**src/design/gpp_pkg.sv**
```systemverilog
`timescale 1ns / 1ps

package gpp_pkg;

	// word and divider widths, the divisor covers the square root of any word
	localparam int NUM_W = 16;
	localparam int DIV_W = NUM_W / 2 + 1;
	localparam int SQ_W  = 2 * DIV_W;
	localparam int CNT_W = $clog2(NUM_W);

	// smallest prime, first candidate and first trial divisor
	localparam logic [NUM_W-1:0] MIN_PRIME = NUM_W'(2);

	// result status codes
	localparam logic [1:0] ST_PAIR  = 2'd0;
	localparam logic [1:0] ST_SMALL = 2'd1;
	localparam logic [1:0] ST_ODD   = 2'd2;

	// sequencer states
	typedef enum logic [1:0] {
		S_IDLE,
		S_TEST,
		S_DIV
	} state_t;

	// one action of the sequencer per cycle
	typedef enum logic [3:0] {
		ACT_NONE,
		ACT_LOAD,
		ACT_REJECT,
		ACT_TEST_B,
		ACT_FOUND,
		ACT_NEXT_A,
		ACT_NO_PAIR,
		ACT_DIV_START,
		ACT_DIV_STEP,
		ACT_DIV_NEXT_D
	} act_t;

endpackage

```
**src/design/goldbach_prime_pair.sv**
```systemverilog
`timescale 1ns / 1ps

// Splits an even number above two into primes small_prime + large_prime with
// the smallest possible small_prime; numbers of two or less give status 1,
// odd numbers status 2, both with zero primes. A word is taken when start is
// high and busy is low; the result appears for one cycle with done high and
// must be captured then, as the receiver cannot stall it. Rejected numbers
// answer in the cycle after start. Otherwise candidates a = 2, 3 and upward and
// their complements are tested by trial division through one shared bit-serial
// remainder unit: each trial divisor takes one bound check and 16 shift-subtract
// steps. busy stays high for the whole search.
module goldbach_prime_pair (
	input  logic                      clk,
	input  logic                      arst_n,
	input  logic                      start,
	output logic                      busy,
	input  logic [gpp_pkg::NUM_W-1:0] number,
	output logic                      done,
	output logic [1:0]                status,
	output logic [gpp_pkg::NUM_W-1:0] small_prime,
	output logic [gpp_pkg::NUM_W-1:0] large_prime
);

	gpp_pkg::state_t state_q, state_nxt;
	gpp_pkg::act_t   act;

	logic [gpp_pkg::NUM_W-1:0] n_q, half_q, a_q, v_q;
	logic                      which_q;
	logic [gpp_pkg::DIV_W-1:0] d_q, rem_q;
	logic [gpp_pkg::CNT_W-1:0] bit_q;

	logic                      done_q;
	logic [1:0]                status_q;
	logic [gpp_pkg::NUM_W-1:0] small_q, large_q;

	logic [gpp_pkg::SQ_W-1:0]  sq;
	logic                      v_small, sq_over, a_last;
	logic [gpp_pkg::DIV_W:0]   rem_shift;
	logic                      rem_ge;
	logic [gpp_pkg::DIV_W-1:0] rem_next;
	logic                      div_last, div_zero;
	logic                      reject_in;
	logic [1:0]                reject_st;

	// shared unit: divisor bound check and one remainder bit per cycle
	assign sq        = d_q * d_q;
	assign v_small   = v_q < gpp_pkg::MIN_PRIME;
	assign sq_over   = sq > gpp_pkg::SQ_W'(v_q);
	assign a_last    = a_q >= half_q;
	assign rem_shift = {rem_q, v_q[bit_q]};
	assign rem_ge    = rem_shift >= {1'b0, d_q};
	assign rem_next  = rem_ge ? gpp_pkg::DIV_W'(rem_shift - {1'b0, d_q})
	                          : rem_shift[gpp_pkg::DIV_W-1:0];
	assign div_last  = bit_q == '0;
	assign div_zero  = rem_next == '0;

	// input classification
	assign reject_in = (number <= gpp_pkg::MIN_PRIME) || number[0];
	assign reject_st = (number <= gpp_pkg::MIN_PRIME) ? gpp_pkg::ST_SMALL
	                                                  : gpp_pkg::ST_ODD;

	// sequencer action
	always_comb begin
		act = gpp_pkg::ACT_NONE;
		unique case (state_q)
			gpp_pkg::S_IDLE: begin
				if (start) begin
					act = reject_in ? gpp_pkg::ACT_REJECT : gpp_pkg::ACT_LOAD;
				end
			end
			gpp_pkg::S_TEST: begin
				if (v_small) begin
					act = a_last ? gpp_pkg::ACT_NO_PAIR : gpp_pkg::ACT_NEXT_A;
				end else if (sq_over) begin
					act = which_q ? gpp_pkg::ACT_FOUND : gpp_pkg::ACT_TEST_B;
				end else begin
					act = gpp_pkg::ACT_DIV_START;
				end
			end
			gpp_pkg::S_DIV: begin
				if (!div_last) begin
					act = gpp_pkg::ACT_DIV_STEP;
				end else if (div_zero) begin
					act = a_last ? gpp_pkg::ACT_NO_PAIR : gpp_pkg::ACT_NEXT_A;
				end else begin
					act = gpp_pkg::ACT_DIV_NEXT_D;
				end
			end
			default: act = gpp_pkg::ACT_NONE;
		endcase
	end

	// next state
	always_comb begin
		unique case (act)
			gpp_pkg::ACT_NONE:       state_nxt = state_q;
			gpp_pkg::ACT_LOAD:       state_nxt = gpp_pkg::S_TEST;
			gpp_pkg::ACT_REJECT:     state_nxt = gpp_pkg::S_IDLE;
			gpp_pkg::ACT_TEST_B:     state_nxt = gpp_pkg::S_TEST;
			gpp_pkg::ACT_FOUND:      state_nxt = gpp_pkg::S_IDLE;
			gpp_pkg::ACT_NEXT_A:     state_nxt = gpp_pkg::S_TEST;
			gpp_pkg::ACT_NO_PAIR:    state_nxt = gpp_pkg::S_IDLE;
			gpp_pkg::ACT_DIV_START:  state_nxt = gpp_pkg::S_DIV;
			gpp_pkg::ACT_DIV_STEP:   state_nxt = gpp_pkg::S_DIV;
			gpp_pkg::ACT_DIV_NEXT_D: state_nxt = gpp_pkg::S_TEST;
			default:                 state_nxt = gpp_pkg::S_IDLE;
		endcase
	end

	always_ff @(posedge clk or negedge arst_n) begin
		if (!arst_n) begin
			state_q <= gpp_pkg::S_IDLE;
		end else begin
			state_q <= state_nxt;
		end
	end

	// search datapath
	always_ff @(posedge clk) begin
		unique case (act)
			gpp_pkg::ACT_LOAD: begin
				n_q     <= number;
				half_q  <= number >> 1;
				a_q     <= gpp_pkg::MIN_PRIME;
				v_q     <= gpp_pkg::MIN_PRIME;
				which_q <= 1'b0;
				d_q     <= gpp_pkg::DIV_W'(gpp_pkg::MIN_PRIME);
			end
			gpp_pkg::ACT_TEST_B: begin
				v_q     <= n_q - a_q;
				which_q <= 1'b1;
				d_q     <= gpp_pkg::DIV_W'(gpp_pkg::MIN_PRIME);
			end
			gpp_pkg::ACT_NEXT_A: begin
				a_q     <= a_q + 1'b1;
				v_q     <= a_q + 1'b1;
				which_q <= 1'b0;
				d_q     <= gpp_pkg::DIV_W'(gpp_pkg::MIN_PRIME);
			end
			gpp_pkg::ACT_DIV_START: begin
				rem_q <= '0;
				bit_q <= gpp_pkg::CNT_W'(gpp_pkg::NUM_W - 1);
			end
			gpp_pkg::ACT_DIV_STEP: begin
				rem_q <= rem_next;
				bit_q <= bit_q - 1'b1;
			end
			gpp_pkg::ACT_DIV_NEXT_D: begin
				d_q <= d_q + 1'b1;
			end
			default: begin
			end
		endcase
	end

	// result word
	always_ff @(posedge clk or negedge arst_n) begin
		if (!arst_n) begin
			done_q <= 1'b0;
		end else begin
			done_q <= (act == gpp_pkg::ACT_REJECT) || (act == gpp_pkg::ACT_FOUND) ||
			          (act == gpp_pkg::ACT_NO_PAIR);
		end
	end

	always_ff @(posedge clk) begin
		if (act == gpp_pkg::ACT_REJECT) begin
			status_q <= reject_st;
			small_q  <= '0;
			large_q  <= '0;
		end else if (act == gpp_pkg::ACT_FOUND) begin
			status_q <= gpp_pkg::ST_PAIR;
			small_q  <= a_q;
			large_q  <= v_q;
		end else if (act == gpp_pkg::ACT_NO_PAIR) begin
			status_q <= gpp_pkg::ST_PAIR;
			small_q  <= '0;
			large_q  <= '0;
		end
	end

	assign busy        = state_q != gpp_pkg::S_IDLE;
	assign done        = done_q;
	assign status      = status_q;
	assign small_prime = small_q;
	assign large_prime = large_q;

	// a trial division only runs for divisors within the square-root bound
	a_div_bound: assert property (@(posedge clk) disable iff (!arst_n)
		state_q == gpp_pkg::S_DIV |-> (d_q >= 2) && (sq <= gpp_pkg::SQ_W'(v_q)))
		else $error("trial divisor out of range");

	// the remainder unit keeps going until its last bit
	a_div_run: assert property (@(posedge clk) disable iff (!arst_n)
		(state_q == gpp_pkg::S_DIV) && !div_last |=> state_q == gpp_pkg::S_DIV)
		else $error("division left early");

	// a found pair adds up to the number and is ordered
	a_pair_sum: assert property (@(posedge clk) disable iff (!arst_n)
		done_q && (status_q == gpp_pkg::ST_PAIR) && (small_q != '0) |->
		(gpp_pkg::NUM_W'(small_q + large_q) == n_q) && (small_q <= large_q))
		else $error("pair does not match number");

	// a result only follows a start or a search
	a_done_src: assert property (@(posedge clk) disable iff (!arst_n)
		done_q |-> $past(start) || ($past(state_q) != gpp_pkg::S_IDLE))
		else $error("result without work");

endmodule

```
**config.mk**
```make
export PLATFORM = sky130hd
export DESIGN_NAME = goldbach_prime_pair
export DESIGN_NICKNAME = d
export VERILOG_FILES = /design/src/design/gpp_pkg.sv /design/src/design/goldbach_prime_pair.sv
export SDC_FILE = /design/constraint.sdc
export NUM_CORES = 1
export LEC_CHECK = 0
export BUFFER_PORTS_ARGS = -buffer_cell sky130_fd_sc_hd__buf_2
export CORE_ASPECT_RATIO = 0.8
export CORE_MARGIN = 1.5
export CORE_UTILIZATION = 45
export DETAILED_ROUTE_END_ITERATION = 8
export PLACE_DENSITY = 0.66
export RECOVER_POWER = 100
export SYNTH_ARGS = -nofsm -noshare
export SYNTH_HDL_FRONTEND = slang
export SYNTH_SLANG_ARGS = --single-unit
```
**constraint.sdc**
```tcl
create_clock -name clk -period 9.8 [get_ports clk]
set_clock_uncertainty 0.1 [all_clocks]
set_input_delay 1.47 -clock clk [delete_from_list [all_inputs] [get_ports clk]]
set_output_delay 1.47 -clock clk [all_outputs]
set_load 0.005 [all_outputs]
```
==> results.cfg <==
[global_routing]
antenna_found_initial = 0
grt_usage = 0.210
grt_pass1_vias = 6073
grt_pass1_wl_mm = 32.5
grt_max_degree = 38
overflow = 0

[floorplanning]
fp.dieH_um = 127
start_util = 0.457
dieArea_um2 = 20000
io-pin-count = 55
core_um2 = 18900
die_width_um = 158
num_rows = 45

[placed_design]
dpl.hpwl_mm = 16.5
dpl_cell_area_um2 = 9140
gp_congestion = 0.885
placement.io_buffers = 54
dp_cells = 1192

[route]
via_per_inst = 5.51
drcViolationCount = 0
routedWlPerCell_um = 16.9
firstDrtPassIters = 5
postRouteAntennaNets = 0
dr_total_vias = 6659
drt_iter0_markers = 550
routed_wl_mm = 20.4

[sta]
hold_viol = 0
period_minus_slack_ns = 8.43
fin_crit_sh = 0.860
relSlewSlack = -0.329
finalSetupTns_ns = 0
rsz0062_at_grt = no
clock.fmax_mhz = 119
maxSlewViolCount = 14
finalSetupViolations = 0
worst_slew_pin_slew_ns = 1.98
holdWs_ns = 0.377

[yosys]
synth-main-ff-cell = edfxtp_1
synth.distinct_cells = 66
synth_edf_count = 73
async_reset_ff_frac = 0.0278
synth_fp_nets = 1044
synth_area_um2 = 8630
synth_cells = 895
ys_warn_count = 0
ys_seq_elements = 108
seq_area_frac_synth = 0.337
synth_area_per_cell_um2 = 9.64

[pwr]
max-vdd-ir-drop_mv = 0.0803
power_density_nw_per_um2 = 91.2
leakagePower_nw = 3.97

[clocking]
postCtsResizedCells = 0
post_cts_buffers = 0
clock-sinks = 108
cts-root-buf = clkbuf_16
ctsLongestPathBuffers = 2
htreeDepth = 3
numCtsBuffers = 9
clk_pin_slew_worst_paths_ns = 0.08
ctsHoldBuffers = 0
clkLatencyLatePin_ns = 0.36
cts_tree = yes

[run_status]
violations = max-capacitance violations, max-slew violations
status = finished, violations left

[final_layout]
fillCellCount = 1786
areaGrowthSynthToFinish_pct = 8.61
seq_area_um2 = 2910
antenna_cells = 0
nNetsFinal = 1094
fin_util = 0.497
multiInputGateArea_um2 = 5080
design_area_um2 = 9370
instances_no_fill = 1208
drive_above_1_share = 0.0547

[worst_setup_path]
end_kind = flop
cp.required_ns = 9.75
crit_arrival_ns = 8.38
cp_max_fo = 33
cp-start-kind = flop
crit_type = flop to flop

[worst_hold_path]
hold_path.class = flop to flop

[flow_run]
cap_violations = 1
metrics by stage:
step | total power, mW | setup slack [ns]
final | 0.855 | 1.37
after detailed placement | 0.497 | 1.68
after global routing | 0.880 | 0.633
after floorplan | 0.492 | 2.29
after global placement | 0.497 | 1.86
after CTS | 0.863 | 1.65
synth_stat cells (5+ instances only):
cell type | n | area share
nand2b_1 | 5 | 0.0036
a21o_1 | 15 | 0.013
o31ai_1 | 5 | 0.0044
nand3_1 | 21 | 0.012
or3_1 | 7 | 0.0051
and2_1 | 7 | 0.0051
a22o_1 | 30 | 0.030
or2_2 | 6 | 0.0044
nor4_1 | 11 | 0.0080
buf_2 | 6 | 0.0035
a31oi_1 | 7 | 0.0051
clkinv_1 | 5 | 0.0022
clkbuf_1 | 6 | 0.0026
a21oi_1 | 45 | 0.026
o21ai_0 | 24 | 0.014
fa_1 | 37 | 0.086
inv_1 | 129 | 0.056
nor3_1 | 14 | 0.0081
xor2_1 | 18 | 0.018
a211oi_1 | 12 | 0.010
nor2_1 | 86 | 0.037
o211ai_1 | 7 | 0.0061
xnor2_1 | 39 | 0.040
dfxtp_1 | 32 | 0.074
nand4_1 | 12 | 0.0087
nand2_1 | 51 | 0.022
nor2b_1 | 6 | 0.0044
ha_1 | 93 | 0.13
edfxtp_1 | 73 | 0.25
o22ai_1 | 15 | 0.011
critical path, cell delays in order, from the launching register on:
cell and delay [ns]:
edfxtp_1 0.51, clkinv_1 0.36, nor2_1 0.30, inv_1 0.10
fa_1 0.59, inv_1 0.08, fa_1 0.51, inv_1 0.05
fa_1 0.46, fa_1 0.54, inv_1 0.04, ha_1 0.34
o211ai_1 0.13, o21ai_0 0.15, a21o_1 0.20, a21oi_1 0.16
xnor2_1 0.14, ha_1 0.26, a211o_1 0.26, o211ai_1 0.10
a21oi_1 0.11, nor4b_1 0.26, o21ai_0 0.27, o211a_1 0.32
o21bai_1 0.37, o31a_1 1.16, inv_1 0.24
routing by layer:
layer / wire length (um) / part of all wire / vias up / GRT usage
met5: 0 / 0 / - / 0
met4: 165 / 0.0081 / 0 / 0.0388
met3: 1300 / 0.064 / 13 / 0.0359
met2: 8150 / 0.40 / 204 / 0.287
met1: 10800 / 0.53 / 3165 / 0.342
li1: - / - / 3277 / -
cells in the final DEF, fill, tap and decap left out, types with 6 or more instances in the layout:
| cell type | count |
|---|---|
| dfxtp_1 | 32 |
| nand2_1 | 51 |
| nor2_1 | 86 |
| or3_1 | 7 |
| xor2_1 | 18 |
| nor4_1 | 11 |
| and2_1 | 7 |
| nand4_1 | 12 |
| a21o_1 | 15 |
| a21oi_1 | 45 |
| clkbuf_1 | 36 |
| o21ai_0 | 24 |
| nor2b_1 | 6 |
| nor3_1 | 14 |
| a22o_1 | 30 |
| o211ai_1 | 7 |
| clkbuf_16 | 9 |
| nand3_1 | 21 |
| o22ai_1 | 15 |
| xnor2_1 | 39 |
| a31oi_1 | 7 |
| fa_1 | 37 |
| ha_1 | 93 |
| a211oi_1 | 13 |
| edfxtp_1 | 73 |
| buf_2 | 20 |
| inv_1 | 129 |
state kept, by name (all words and copies together), names as in the netlist:
name	count
bit_q	4
done	1
a_q	16
small_prime	16
v_q	16
state_q	2
rem_q	9
d_q	9
large_prime	16
n_q	16
which_q	1
status	2
report_power, final:
part	internal, mW	switching, mW	total (mW)
Clock	0.182	0.187	0.369
Combinational	0.00233	0.00299	0.00531
Sequential	0.481	0	0.481
Total	0.665	0.190	0.855
final timing paths:
check / startpoint / end / slack [ns] / cells after the start
max in group asynchronous: arst_n / state_q[1] / 8.50 / 1
min in group asynchronous: arst_n / done / 0.86 / 1
hold reg to reg: small_prime[7] / small_prime[7] / 0.38 / 1
setup / recovery: d_q[6] / status[1] / 1.37 / 26
setup reg to reg: d_q[6] / status[1] / 1.37 / 26
hold / removal: small_prime[7] / small_prime[7] / 0.38 / 1
layout make-up:
cell class | count | share of cell area
multi-input combinational | 634 | 0.542
clock inverter | 7 | 0.00841
sequential | 108 | 0.310
timing repair buffer | 58 | 0.0267
inverter | 134 | 0.0537
tap | 258 | 0.0345
clock buffer | 9 | 0.0240
logic make-up after synthesis:
kind of cell	synth area share
simple gates	0.138
buf+inv	0.0722
flops	0.337
mux	0.0168
compound gates	0.158
fa+ha+maj	0.221
xor+xnor	0.0579
Power figures use the tool's default switching activity.
